### config.mk
export PLATFORM = sky130hd
export DESIGN_NAME = qnbp_out_queue
export DESIGN_NICKNAME = d
export VERILOG_FILES = /design/src/hw/rtl/qnbp_pkg.sv /design/src/hw/rtl/qnbp_out_queue.sv
export VERILOG_INCLUDE_DIRS = /design/src /design/src/hw/rtl
export SDC_FILE = /design/constraint.sdc
export NUM_CORES = 1
export LEC_CHECK = 0
export BUFFER_PORTS_ARGS = -buffer_cell sky130_fd_sc_hd__buf_4
export CORE_MARGIN = 3
export CORE_UTILIZATION = 55
export DETAILED_ROUTE_END_ITERATION = 7
export PLACE_DENSITY = 0.74
export SLEW_MARGIN = 30
export SYNTH_ARGS = -nofsm -noshare
export SYNTH_HDL_FRONTEND = slang
export SYNTH_SLANG_ARGS = --single-unit
### constraint.sdc
create_clock -name clk -period 2.5 [get_ports clk]
set_input_delay 0 -clock clk [delete_from_list [all_inputs] [get_ports clk]]
set_output_delay 0 -clock clk [all_outputs]
set_load 0.02 [all_outputs]
### src/hw/rtl/quadtree_node_bit_packer_top_assert.svh
// ---------------------------------------------------------------------------
// Quadtree node bit packer assertion macros
// Clocked concurrent checks on clk; compiled out for synthesis.
// ---------------------------------------------------------------------------
`ifndef QUADTREE_NODE_BIT_PACKER_TOP_ASSERT_SVH
`define QUADTREE_NODE_BIT_PACKER_TOP_ASSERT_SVH
`ifndef SYNTHESIS
`define QNBP_ASSERT(lbl, prop) \
  lbl: assert property (@(posedge clk) disable iff (!rst_n) prop) \
    else $error("qnbp: check failed");
`define QNBP_ASSERT_ALWAYS(lbl, prop) \
  lbl: assert property (@(posedge clk) prop) \
    else $error("qnbp: check failed");
`else
`define QNBP_ASSERT(lbl, prop)
`define QNBP_ASSERT_ALWAYS(lbl, prop)
`endif
`endif

### src/hw/rtl/qnbp_pkg.sv
// ---------------------------------------------------------------------------
// Quadtree node bit packer package
// Shared widths, constants and beat types.
// ---------------------------------------------------------------------------
`default_nettype none

package qnbp_pkg;

  localparam int MAX_LEVELS_DEF = 8;
  localparam int LEVEL_W        = 4;
  localparam int MEAN_W         = 8;
  localparam int ERR_W          = 2;
  localparam int BYTE_W         = 8;
  localparam logic [LEVEL_W-1:0] LEVEL_RST = 4'd8;

  localparam int OQ_DEPTH = 4;
  localparam int OQ_PTR_W = $clog2(OQ_DEPTH);
  localparam int OQ_CNT_W = $clog2(OQ_DEPTH + 1);

  typedef struct packed {
    logic              cmd;
    logic [MEAN_W-1:0] mean;
    logic [ERR_W-1:0]  err;
    logic              uni;
    logic              ignore;
    logic              emit_mean;
    logic              inner;
    logic              has_parent;
  } node_beat_t;

  typedef struct packed {
    logic [BYTE_W-1:0] data;
    logic              last;
    logic              eos;
  } out_beat_t;

endpackage

`default_nettype wire

### src/hw/rtl/qnbp_out_queue.sv
// ---------------------------------------------------------------------------
// Output byte queue
// Small queue taking up to two beats per cycle and giving one.
// ---------------------------------------------------------------------------
`default_nettype none

`include "quadtree_node_bit_packer_top_assert.svh"

module qnbp_out_queue
  import qnbp_pkg::*;
(
  input  logic      clk,
  input  logic      rst_n,
  input  logic      push0_vld,
  input  out_beat_t push0,
  input  logic      push1_vld,
  input  out_beat_t push1,
  output logic      space,
  output logic      head_vld,
  input  logic      head_rdy,
  output out_beat_t head
);

  out_beat_t             entry [OQ_DEPTH];
  logic [OQ_PTR_W-1:0]   wr_ptr_r, wr_ptr_nxt;
  logic [OQ_PTR_W-1:0]   rd_ptr_r, rd_ptr_nxt;
  logic [OQ_CNT_W-1:0]   cnt_r, cnt_nxt;
  logic                  pop;
  logic [OQ_PTR_W-1:0]   wr_ptr_p1;

  always_comb begin
    head_vld   = (cnt_r != '0);
    head       = entry[rd_ptr_r];
    pop        = head_vld & head_rdy;
    space      = (cnt_r <= OQ_CNT_W'(OQ_DEPTH - 2));
    wr_ptr_p1  = wr_ptr_r + 1'b1;
    wr_ptr_nxt = wr_ptr_r + OQ_PTR_W'(push0_vld) + OQ_PTR_W'(push1_vld);
    rd_ptr_nxt = rd_ptr_r + OQ_PTR_W'(pop);
    cnt_nxt    = cnt_r + OQ_CNT_W'(push0_vld) + OQ_CNT_W'(push1_vld) - OQ_CNT_W'(pop);
  end

  always_ff @(posedge clk) begin
    if (!rst_n) begin
      wr_ptr_r <= '0;
      rd_ptr_r <= '0;
      cnt_r    <= '0;
    end else begin
      wr_ptr_r <= wr_ptr_nxt;
      rd_ptr_r <= rd_ptr_nxt;
      cnt_r    <= cnt_nxt;
    end
  end

  always_ff @(posedge clk) begin
    if (push0_vld) begin
      entry[wr_ptr_r] <= push0;
    end
    if (push1_vld) begin
      entry[wr_ptr_p1] <= push1;
    end
  end

  `QNBP_ASSERT(a_cnt_bound, cnt_r <= OQ_CNT_W'(OQ_DEPTH))
  `QNBP_ASSERT(a_pair_room, push1_vld |-> (push0_vld && cnt_r <= OQ_CNT_W'(OQ_DEPTH - 2)))
  `QNBP_ASSERT(a_drain, (pop && !push0_vld) |=> (cnt_r + 1'b1) == $past(cnt_r))
  `QNBP_ASSERT(a_ptr_cnt, (wr_ptr_r - rd_ptr_r) == cnt_r[OQ_PTR_W-1:0])
  `QNBP_ASSERT_ALWAYS(a_rst_empty, !rst_n |=> cnt_r == '0)

endmodule

`default_nettype wire

Yosys cells after proc, flatten, opt, wreduce, memory -nomap -nowiden
Memories as Yosys holds them, arrays and structs flattened. A register that Yosys moved wholly into a read port is not among the register bits.
Index checks and enable logic that the tools add are counted.
W data, S select, Z words.
{ "totals": {"inputBits": 25, "memories": 1, "ramBits": 40, "register_bits": 7} }
{ "mem_list": {"columns": ["memory", "words", "word_bits", "read_ports", "rd_ports_with_merged_regs", "write_ports", "line", "source"], "rows": [
  ["entry", 4, 10, 1, 1, 2, "qnbp_out_queue.sv:24", "out_beat_t entry [OQ_DEPTH];"]
]} }
{ "classes": {"add_sub_neg": 7, "n_lt_le_gt_ge": 1, "bitwise": 1, "n_reduce_logical": 1, "muxes": 5} }
{ "op_table": {"columns": ["op", "count"], "rows": [
  ["$add A2 B1 Y2", 3],
  ["$add A3 B1 Y3", 2],
  ["$mux W1", 4],
  ["$le A3 B2 Y1 const B", 1],
  ["$reduce_bool A3 Y1", 1],
  ["$sub A3 B1 Y3", 1],
  ["$add A2 B1 Y2 const B", 1],
  ["$mux W2", 1],
  ["$and A1 B1 Y1", 1]
]} }

Longest topological paths before layout
{ "depth": {"ltp_word": 4, "mapped_depth": 8, "ltp_nobuf": 8} }

Least setup slack after synthesis
OpenSTA, ideal clock, no wires.
{ "synth_timing": {"path_kind": "reg2reg", "startpoint": "register cnt_r[1]", "endpoint": "register cnt_r[2]", "period_less_slack_ns": 2.406, "stages_incl_launch_ff": 9, "t_arrival_ns": 2.291, "path_buffers": 0, "setup_slack_ns": 0.094, "path_cell_list": "dfxtp_1 or3_1 and2_1 ha_1 inv_1 fa_1 fa_1 xnor2_1 and2_1"} }
{ "synth_via": {"elab_chain_len": 3} }
{ "synth_rtl": {"columns": ["element", "line", "source"], "rows": [
  ["from (decl)", "qnbp_out_queue.sv:27", "logic [OQ_CNT_W-1:0] cnt_r, cnt_nxt;"],
  ["from (signal assigned)", "qnbp_out_queue.sv:50", "cnt_r <= cnt_nxt;"],
  ["$reduce_bool A3 Y1", "qnbp_out_queue.sv:32", "head_vld = (cnt_r != '0);"],
  ["via head_vld", "qnbp_out_queue.sv:19", "output logic head_vld,"],
  ["$and A1 B1 Y1", "qnbp_out_queue.sv:34", "pop = head_vld & head_rdy;"],
  ["$sub A3 B1 Y3", "qnbp_out_queue.sv:39", "cnt_nxt = cnt_r + OQ_CNT_W'(push0_vld) + OQ_CNT_W'(push1_vld) - OQ_CNT_W'(pop);"]
]} }
The timed path passes the listed nets, and every way through them passes these cells.
A chain may end at the register's enable or synchronous reset.

Final worst setup path
{ "layout_timing": {"startpoint": "register cnt_r[1]", "endpoint": "register cnt_r[2]"} }
{ "layout_via": {"elab_chain_len": 3} }
{ "layout_rtl": {"columns": ["element", "line"], "rows": [
  ["$add A3 B1 Y3 / $reduce_bool A3 Y1 (equally long branches)", "qnbp_out_queue.sv:39, qnbp_out_queue.sv:32"],
  ["$add A3 B1 Y3 / $and A1 B1 Y1 (equally long branches)", "qnbp_out_queue.sv:39, qnbp_out_queue.sv:34"],
  ["$sub A3 B1 Y3 (*)", "qnbp_out_queue.sv:39"]
]} }
Mark *: on every way between the ends. The rest lies on a longest branch, timed or not.

==> qor.yml <==
grtUsageTotal_pct: 19.48
outcome: "completed"
slowest_stage: "or3_1"
netlist_instances: 140
grt_overflow: 0
muxShareOfSynthArea_pct: 30.18
criticalPathCategory: "reg -> reg"
cts.htree.levels: 2
start_kind: "flip-flop"
ys_seq_area_share_pct: 56.27
drtIter0Drc: 105
yosysTopAreaCell: "edfxtp_1"
ys_warn_count: 0
start_util_pct: 58.33
fmax_mhz: 420.4
path_clk_slew_ps: 80
p_total_mw: 2.437
drv_slew: 0
vdd_ir_drop_max_mv: 0.6228
drt_first_pass_iters: 4
nNetsFinal: 219
timing.slew.headroom_pct: 56.99
area_delta_synth_final_pct: 20.05
setup-violations-final: 0
die_area_mm2: 0.005160
asyncSetResetFlopFracSynth_pct: 0
placed_cell_area_mm2: 0.002744
fin_area_mm2: 0.002861
ios: 37
std_cell_rows: 23
use_met2_pct: 35.82
first_global_vias: 1502
synth_flop_cell: "edfxtp_1"
fin_skew_ps: 5.007
ys_top_cells_by_area: "edfxtp_1 (50%), mux2_2 (15%), mux4_2 (9.4%)"
vias: 1365
grt_max_degree: 15
synthXorXnorAreaFrac_pct: 1.102
cts_tree: "done"
synth-edff-count: 40
finalCritPeriodShare_pct: 95.15
use_met1_pct: 21.90
synth-compound-area-share_pct: 0.7349
grt_setup_unrepaired: "no"
syn-num-nets: 171
critPathMaxStageDelay_ps: 400
hold_buffers: 1
maxCapViolCount: 0
path_cells: "or3_1, and2_1, ha_1, inv_1, fa_1, fa_1, xnor2_1, and2_1"
powerDensity_mw_per_mm2: 851.6
cts_buffer_depth: 2
dp_hpwl_um: 3228
ys_ff_latch: 47
drive_gt1_share_pct: 55.03
synthAdderAreaFrac_pct: 4.094
clock_sinks: 47
final.setup.tns_ps: 0
grt_pass1_wl_um: 7314
die_w_um: 71.83
synth_top_family_by_area: "multiplexers"
drc: 0
cts_setup_buffers: 0
grt-busiest-layer: "met2"
cts_resized: 0
cts_buffers: 5
end_kind: "flip-flop"
clk_latency_ps: 310
yosys.area_share.simple_pct: 4.514
mappedNetlistArea_mm2: 0.002384
antennaDiodeCount: 0
worst_pin_slew_ps: 644.3
routed_wl_um: 4509
die_height_um: 71.83
netlist_top_cells_count: "edfxtp_1 (40), mux2_2 (31), mux4_2 (10), mux2_4 (9), and2_1 (8)"
hold_viol: 0
required_ps: 2700
synth.most_common_cell: "edfxtp_1"
via_per_inst: 5.711
min_period_ps: 2379
root_buffer: "clkbuf_8"
netlist.area_leader.share_pct: 50.39
ant_nets: 0
synth_cell_types: 25
portBuffers: 36
p_leak_nw: 1.119
cp_max_fo: 3
hold_class: "in -> reg"
wire_per_inst_um: 18.87
antenna_found_initial: 0
grt_use_met3_pct: 3.787
place_congestion: 0.7200
placeableCoreArea_mm2: 0.004086
worstPathArrival_ps: 2580
syn-mean-instance-area_um2: 17.03
-- critical path: cells and delay by family, from the launching register on --
kind,cells,cell delay [ps]
adder cells (fa/ha/maj),3,1040
XOR/XNOR,1,130
AND/OR/NAND/NOR,3,740
buffers and inverters,1,50
flip-flops,1,330
-- registers in the layout, indices dropped and copies added, names as in the netlist --
name	flops
cnt_r	3
entry	40
rd_ptr_r	2
wr_ptr_r	2
-- power breakdown --
group	switching [mW]	internal [mW]	leakage [nW]	total (mW)
sequential	0.0772	0.987	0.433	1.06
combinational	0.389	0.441	0.631	0.830
clock	0.250	0.293	0.0556	0.543
-- metrics by stage --
step                utilization (%)  instances  setup WS, ps  hold slack (ps)
floorplan                         -        140         94.09            121.7
global placement              67.15        230         221.5            256.5
detailed placement            67.15        230         111.5            257.2
CTS                           70.02        239         111.1            11.66
global route                  70.02        239         22.77            5.439
finish                        70.02        239         121.4            14.93
-- layout make-up --
cell class / count / area [µm²]
Clock buffer: 5 / 68.82
Clock inverter: 3 / 38.79
Fill cell: 299 / 1225
Inverter: 5 / 18.77
Multi-Input combinational cell: 81 / 968.4
Sequential cell: 47 / 1341
Tap cell: 50 / 62.56
Timing Repair Buffer: 48 / 362.8
-- worst paths after layout --
check,cells after the start,endpoint,startpoint,slack (ps)
worst min-delay path,2,entry[0][7],push0[7],10
worst min register to register,2,wr_ptr_r[1],wr_ptr_r[1],710
worst max-delay path,8,cnt_r[2],cnt_r[1],120
worst max register to register,8,cnt_r[2],cnt_r[1],120
-- cell families after synthesis --
kind of cell               Yosys count
muxes                               51
DFF                                 47
adders and majority gates            6
and+or+nand+nor                     18
xor gates and xnor gates             3
AOI/OAI and AO/OA                    3
buffers and inverters               12
-- placed cells by master (no fill, tap or decap) --
cell type and n:
clkinv_1 1, inv_1 5, xor2_1 2, xnor2_1 1
mux2i_1 1, or3_1 1, ha_1 3, mux2_4 9
nand3b_1 2, mux4_2 10, nor2_1 2, dlygate4sd3_1 1
fa_1 3, nand2_1 1, buf_4 47, and2_1 8
a21o_1 1, dfxtp_1 7, nand2b_1 1, nor3b_1 1
clkbuf_8 5, clkinv_2 1, edfxtp_1 40, mux2_2 31
nor2b_1 1, o21ai_0 2, bufinv_16 1, nand3_1 1
-- routing by layer --
layer  wire length [µm]  vias to the layer above  share of wire, %
met4                 80                        0               1.8
met1               1738                      690                39
met5                  0                        -                 0
li1                   -                      634                 -
met3                191                        7               4.2
met2               2498                       34                55
Power figures use the tool's default switching activity.
