$ cat src/hw/rtl/quadtree_node_bit_packer_top_assert.svh
// ---------------------------------------------------------------------------
// Quadtree node bit packer assertion macros
// Clocked concurrent checks on clk; compiled out for synthesis.
// ---------------------------------------------------------------------------
`ifndef QUADTREE_NODE_BIT_PACKER_TOP_ASSERT_SVH
`define QUADTREE_NODE_BIT_PACKER_TOP_ASSERT_SVH
`ifndef SYNTHESIS
`define QNBP_ASSERT(lbl, prop) \
  lbl: assert property (@(posedge clk) disable iff (!rst_n) prop) \
    else $error("qnbp: check failed");
`define QNBP_ASSERT_ALWAYS(lbl, prop) \
  lbl: assert property (@(posedge clk) prop) \
    else $error("qnbp: check failed");
`else
`define QNBP_ASSERT(lbl, prop)
`define QNBP_ASSERT_ALWAYS(lbl, prop)
`endif
`endif

$ cat src/hw/rtl/qnbp_pkg.sv
// ---------------------------------------------------------------------------
// Quadtree node bit packer package
// Shared widths, constants and beat types.
// ---------------------------------------------------------------------------
`default_nettype none

package qnbp_pkg;

  localparam int MAX_LEVELS_DEF = 8;
  localparam int LEVEL_W        = 4;
  localparam int MEAN_W         = 8;
  localparam int ERR_W          = 2;
  localparam int BYTE_W         = 8;
  localparam logic [LEVEL_W-1:0] LEVEL_RST = 4'd8;

  localparam int OQ_DEPTH = 4;
  localparam int OQ_PTR_W = $clog2(OQ_DEPTH);
  localparam int OQ_CNT_W = $clog2(OQ_DEPTH + 1);

  typedef struct packed {
    logic              cmd;
    logic [MEAN_W-1:0] mean;
    logic [ERR_W-1:0]  err;
    logic              uni;
    logic              ignore;
    logic              emit_mean;
    logic              inner;
    logic              has_parent;
  } node_beat_t;

  typedef struct packed {
    logic [BYTE_W-1:0] data;
    logic              last;
    logic              eos;
  } out_beat_t;

endpackage

`default_nettype wire

$ cat src/hw/rtl/qnbp_packer.sv
// ---------------------------------------------------------------------------
// Node bit packer stage
// Holds one node beat, merges its bits into the byte buffer, emits up to
// two finished bytes per beat.
// ---------------------------------------------------------------------------
`default_nettype none

module qnbp_packer
  import qnbp_pkg::*;
(
  input  logic       clk,
  input  logic       rst_n,
  input  logic       load,
  input  node_beat_t load_beat,
  input  logic       flag_q,
  input  logic       space,
  output logic       ready,
  output logic       push0_vld,
  output out_beat_t  push0,
  output logic       push1_vld,
  output out_beat_t  push1
);

  node_beat_t        stage_r;
  logic              stage_vld_r, stage_vld_nxt;
  logic [BYTE_W-1:0] buf_r, buf_nxt;
  logic [2:0]        fill_r, fill_nxt;

  logic        adv;
  logic        skip;
  logic        live;
  logic        e0;
  logic [2:0]  tail;
  logic [3:0]  tail_n;
  logic [10:0] bits_la;
  logic [3:0]  n;
  logic [23:0] win;
  logic [4:0]  sum;

  always_comb begin
    adv     = stage_vld_r & space;
    ready   = ~stage_vld_r | space;
    skip    = stage_r.has_parent & flag_q;
    live    = adv & ~stage_r.cmd & ~stage_r.ignore & ~skip;
    e0      = (stage_r.err == '0);
    tail    = stage_r.inner ? {stage_r.err, e0 & stage_r.uni} : 3'b000;
    tail_n  = stage_r.inner ? (e0 ? 4'd3 : 4'd2) : 4'd0;
    bits_la = '0;
    n       = 4'd0;
    if (live) begin
      bits_la = stage_r.emit_mean ? {stage_r.mean, tail} : {tail, 8'h00};
      n       = (stage_r.emit_mean ? 4'd8 : 4'd0) + tail_n;
    end
    win = {buf_r, 16'h0000} | ({bits_la, 13'h0000} >> fill_r);
    sum = {2'b00, fill_r} + {1'b0, n};

    push0_vld = 1'b0;
    push1_vld = 1'b0;
    push0     = '{data: win[23:16], last: (sum[4:3] == 2'd1), eos: 1'b0};
    push1     = '{data: win[15:8], last: 1'b1, eos: 1'b0};
    buf_nxt   = buf_r;
    fill_nxt  = fill_r;

    if (adv && stage_r.cmd) begin
      push0_vld = (fill_r != 3'd0);
      push0     = '{data: buf_r, last: 1'b1, eos: 1'b1};
      buf_nxt   = '0;
      fill_nxt  = 3'd0;
    end else if (adv) begin
      push0_vld = (sum[4:3] != 2'd0);
      push1_vld = (sum[4:3] == 2'd2);
      fill_nxt  = sum[2:0];
      case (sum[4:3])
        2'd0:    buf_nxt = win[23:16];
        2'd1:    buf_nxt = win[15:8];
        default: buf_nxt = win[7:0];
      endcase
    end

    stage_vld_nxt = load ? 1'b1 : (adv ? 1'b0 : stage_vld_r);
  end

  always_ff @(posedge clk) begin
    if (!rst_n) begin
      stage_vld_r <= 1'b0;
      buf_r       <= '0;
      fill_r      <= 3'd0;
    end else begin
      stage_vld_r <= stage_vld_nxt;
      buf_r       <= buf_nxt;
      fill_r      <= fill_nxt;
    end
  end

  always_ff @(posedge clk) begin
    if (load) begin
      stage_r <= load_beat;
    end
  end

endmodule

`default_nettype wire

$ cat config.mk
export PLATFORM = sky130hd
export DESIGN_NAME = qnbp_packer
export DESIGN_NICKNAME = d
export VERILOG_FILES = /design/src/hw/rtl/quadtree_node_bit_packer_top_assert.svh /design/src/hw/rtl/qnbp_pkg.sv /design/src/hw/rtl/qnbp_packer.sv
export SDC_FILE = /design/constraint.sdc
export NUM_CORES = 1
export LEC_CHECK = 0
export ABC_CLOCK_PERIOD_IN_PS = 7700
export BUFFER_PORTS_ARGS = -buffer_cell sky130_fd_sc_hd__buf_2
export CAP_MARGIN = 20
export CORE_MARGIN = 1
export CORE_UTILIZATION = 60
export CTS_BUF_LIST = sky130_fd_sc_hd__clkbuf_4
export DETAILED_ROUTE_END_ITERATION = 8
export PLACE_DENSITY = 0.88
export SYNTH_ARGS = -nofsm -noshare
export SYNTH_HDL_FRONTEND = slang
export SYNTH_SLANG_ARGS = --single-unit
$ cat constraint.sdc
create_clock -name clk -period 7.7 [get_ports clk]
set_input_delay 1.155 -clock clk [delete_from_list [all_inputs] [get_ports clk]]
set_output_delay 1.155 -clock clk [all_outputs]
set_load 0.1 [all_outputs]
* Yosys cells after proc, flatten, opt, wreduce, memory -nomap -nowiden
Cells that the tools add are included.
** Storage, ports and cells
- Register bits after elaboration :: 28
- Word-level logic and storage cells :: 51
** Cells by class
- $add $sub $neg :: 2
- Equality and inequality tests :: 2
- Shift-type cells :: 1
- Muxes and demuxes :: 15
- Bitwise logic cells :: 13
- Reductions and logical operators :: 7
** Operators with widths (number)
- 24-bit bitwise OR :: 1
- 24-bit by 3-bit >> shifter with 24-bit output :: 1
- 11-bit two-way mux :: 2
- 8-bit case mux with 2 select lines :: 1
- 10-bit two-way mux :: 1
- 4-bit two-way mux :: 2
- 1-bit two-way mux :: 7
- 1-bit AND :: 6
- 3-bit by 4-bit adder with 5-bit output :: 1
- 1-bit NOT :: 5
- 4-bit by 2-bit adder with 4-bit output :: 1
- 2-bit logical NOT :: 2
- 2-bit nonzero test :: 2
- 3-bit two-way mux :: 1
- 3-bit nonzero test :: 1
- 2-bit by 1-bit == test with 1-bit output (second input constant) :: 1
- 2-bit == test (second input constant) :: 1
- 2-bit two-way mux :: 1
- 2-bit OR reduction :: 1
- 1-bit logical AND :: 1
- 1-bit bitwise OR :: 1

* Logic depth before layout (Yosys ltp)
- Word-level depth :: 9
- Gate-level depth with buffers :: 11
- Depth with buffers taken out :: 10

* Least setup slack after synthesis
Ideal clock, no wire load.
- Path kind :: input-to-output
- From :: input port space
- To :: output port push0[8] in the netlist's numbering
- Arrival time :: 4.765 ns
- Required time :: 6.545 ns
- Slack :: 1.780 ns
- Cell stages on the path :: 4
- Path buffers :: 1
- Cells stage by stage :: and2_1 buf_2 nand2_1 o41ai_1
** RTL lines
- start, declared :: RTL line qnbp_packer.sv:16 : input logic space,
- end, declared :: RTL line qnbp_packer.sv:19 : output out_beat_t push0,

==> impl_metrics.csv <==
group,metric,value,unit
synth,synth-simple-area-share,20.8,%
timing,setup-violations-final,0,
place,gp_congestion,0.978,
synth,avgSynthCellArea,9.00,µm²
timing,fin_crit_sh,69.8,%
synth,synthFlopType,"edfxtp_1",
pwr,ir_drop,0.109,mV
finish,final_cells,300,
place,place_inst,295,
hold_path,hold_depth,2,
die,die_y,60.2,µm
die,die_w,60.2,µm
finish,drive_gt1_share,23.0,%
synth,synth_seq_cells,28,
clock_network,holdBufCountCts,0,
clock_network,cts_buffer_depth,2,
finish,layout-area-overhead-vs-synth,10.0,%
timing,hold_viol_final,0,
global_routing,grt_pass1_vias,1738,
timing,relSlewSlack,34.7,%
route,via_per_inst,6.60,
synth,synth_top_family_by_area,"compound AO/OA/AOI/OAI gates",
route,drtPass1Iterations,5,
pwr,power.leakage,0.900,nW
global_routing,grt_max_degree,26,
critical_path,worstSetupStartpoint,"space",
global_routing,grt_overflow,0,
timing,drv_slew,0,
route,drcViolationCount,0,
timing,fmax,0.186,GHz
clock_network,cts.htree.levels,1,
critical_path,crit_type,"input pin to output pin",
synth,synthArstFlopShare,0,%
critical_path,startpoint_type,"input pin",
place,dp_hpwl,3.95,mm
synth,syn-num-nets,250,
hold_path,min_to,"buf_r[6]",
route,detail-route-antenna-nets,0,
status,run_status,"finished, final reports clean",
synth,ys_top_cells_by_area,"edfxtp_1, dfxtp_1, a21oi_1",
route,post_drt_wl_per_cell,17.8,µm
finish,antenna_cells,0,
place,place_area,0.00221,mm²
synth,synthesis.area,0.00203,mm²
critical_path,required,6.55,ns
route,vias,1980,
synth,synth_area_leader_cell,"edfxtp_1",
die,die_area,0.00363,mm²
synth,synth_top_area_share,23.6,%
critical_path,end_kind,"output pin",
global_routing,gr-usage-all-layers,31.6,%
hold_path,hp-start,"buf_r[6]",
critical_path,cp_max_fo,21,
finish,final_cell_area,0.00224,mm²
route,routed_wl,5.34,mm
die,ioPinCount,44,
finish,final_util,71.6,%
clock_network,clkSinkCount,28,
critical_path,r2r_end,"buf_r[6]",
critical_path,r2r-start,"stage_vld_r",
synth,synthDistinctLibCells,63,
critical_path,critPathArrivalTime,4.22,ns
synth,synthAdderAreaFrac,2.21,%
timing,rsz0062_at_grt,"no",
synth,synthMuxAreaShare,8.98,%
die,rows,20,
run,drv_cap,0,
timing,min_period,5.37,ns
finish,fin_nets,281,
timing,tightestPinTransition,0.971,ns
clock_network,worst_skew_pair.late_latency,0.33,ns
pwr,power.density,140,mW/mm²
route,initialDrtViolationCount,221,
clock_network,post_cts_resized,0,
clock_network,numCtsBuffers,3,
synth,synth_warnings,0,
synth,synth_compound_area_share,26.1,%
timing,clock_skew,0.0136,ns
timing,tns,0,ns
clock_network,cts_setup_buffers,0,
global_routing,antenna_found_initial,0,
critical_path,rrSetupSlack,4.49,ns
synth,ys_seq_area_share,35.4,%
clock_network,clock-root-buffer,"clkbuf_4",
synth,synth_cells,226,
critical_path,r2r_cells,10,
global_routing,grt_pass1_wl,8.31,mm
clock_network,clkTransAtPathRegs,0.16,ns
finish,nFillCells,265,
place,port_buffers,41,
synth,synth_edf_count,16,
clock_network,cts_tree,"built",
die,coreArea,0.00313,mm²
hold_path,hp-class,"flip-flop to flip-flop",
die,start_util,65.0,%
synth,synthXorXnorAreaFrac,0.431,%
[through the flow]
stage	total power, mW	hold slack [ns]	setup slack [ns]
2_1_floorplan	0.234	0.452	1.78
3_3_place_gp	0.250	0.472	2.59
3_5_place_dp	0.252	0.473	2.42
4_1_cts	0.312	0.494	2.40
5_1_grt	0.324	0.518	2.16
6_report	0.313	0.490	2.33
[synthesized netlist by cell type (all sizes together), types with 3 or more instances]
| master | n |
|---|---|
| nand2b | 4 |
| and3 | 6 |
| o21ai | 10 |
| mux2 | 6 |
| o2bb2ai | 3 |
| o21a | 4 |
| o41ai | 3 |
| buf | 11 |
| a31oi | 5 |
| o22ai | 4 |
| a21o | 3 |
| dfxtp | 12 |
| nand3 | 4 |
| nor2 | 13 |
| edfxtp | 16 |
| nor3b | 3 |
| and2 | 7 |
| nor2b | 5 |
| clkbuf | 5 |
| mux2i | 7 |
| inv | 7 |
| nor3 | 4 |
| a21oi | 16 |
| nand2 | 21 |
[layout make-up]
class / count / area [µm²] / area share, %
Multi-Input combinational cell: 175 / 1200 / 53.6
Sequential cell: 28 / 721 / 32.2
Timing Repair Buffer: 42 / 210 / 9.39
Tap cell: 44 / 55.1 / 2.46
Inverter: 7 / 26.3 / 1.17
Clock buffer: 3 / 22.5 / 1.01
Clock inverter: 1 / 3.75 / 0.168
[cell usage in the layout, fill, tap and decap left out, drive strengths merged, types with 3 or more instances in the layout]
| cell | count |
|---|---|
| a21o | 3 |
| a21oi | 16 |
| a31oi | 5 |
| and2 | 7 |
| and3 | 6 |
| buf | 41 |
| clkbuf | 4 |
| dfxtp | 12 |
| edfxtp | 16 |
| inv | 7 |
| mux2 | 6 |
| mux2i | 7 |
| nand2 | 21 |
| nand2b | 4 |
| nand3 | 4 |
| nor2 | 13 |
| nor2b | 5 |
| nor3 | 4 |
| nor3b | 3 |
| o21a | 4 |
| o21ai | 10 |
| o22ai | 4 |
| o2bb2ai | 3 |
| o41ai | 3 |
[layer usage]
layer	up-vias	global-route usage, %	wire length, µm	part of all wire, %
met2	131	51.2	2490	47
met4	0	11.0	133	2.5
met3	21	4.11	476	8.9
met5	-	0	0	0
li1	920	-	-	-
met1	908	43.2	2240	42
[cells by family (layout without fill, tap and decap cells)]
kind of cell / count (synthesis) / count (layout)
XOR/XNOR: 1 / 1
AO/OA/AOI/OAI: 75 / 75
flip-flops: 28 / 28
multiplexers: 15 / 15
adder cells (fa/ha/maj): 3 / 3
AND/OR/NAND/NOR: 79 / 79
other: 2 / 2
buffers and inverters: 23 / 53
[power breakdown]
group | switching [mW] | leakage (nW) | internal [mW]
Sequential | 0.0121 | 0.254 | 0.169
Combinational | 0.0480 | 0.630 | 0.0215
Clock | 0.0438 | 0.0154 | 0.0191
Total | 0.104 | 0.900 | 0.209
[registers in the layout, indices dropped and copies added, names as in the netlist]
register,count
buf_r,8
stage_vld_r,1
stage_r,16
fill_r,3
[worst max path at each step]
stage,end,slack [ns],depth (start not counted)
3_3_place_gp,push0[1],2.59,11
5_1_grt,push0[1],2.16,11
4_1_cts,push0[1],2.40,11
3_5_place_dp,push0[1],2.42,11
2_1_floorplan,push0[8],1.78,4
6_report,push0[1],2.33,11
[critical path: stages]
cell and delay [ns]:
buf_2 0.12, and2_1 0.37, and3_1 0.33, nor3b_1 0.15, ha_1 0.23, fa_1 0.46, a211oi_1 0.37, o211a_1 0.32
a21o_1 0.16, nand2b_1 0.11, buf_2 0.42
(Power assumes the default switching activity.)
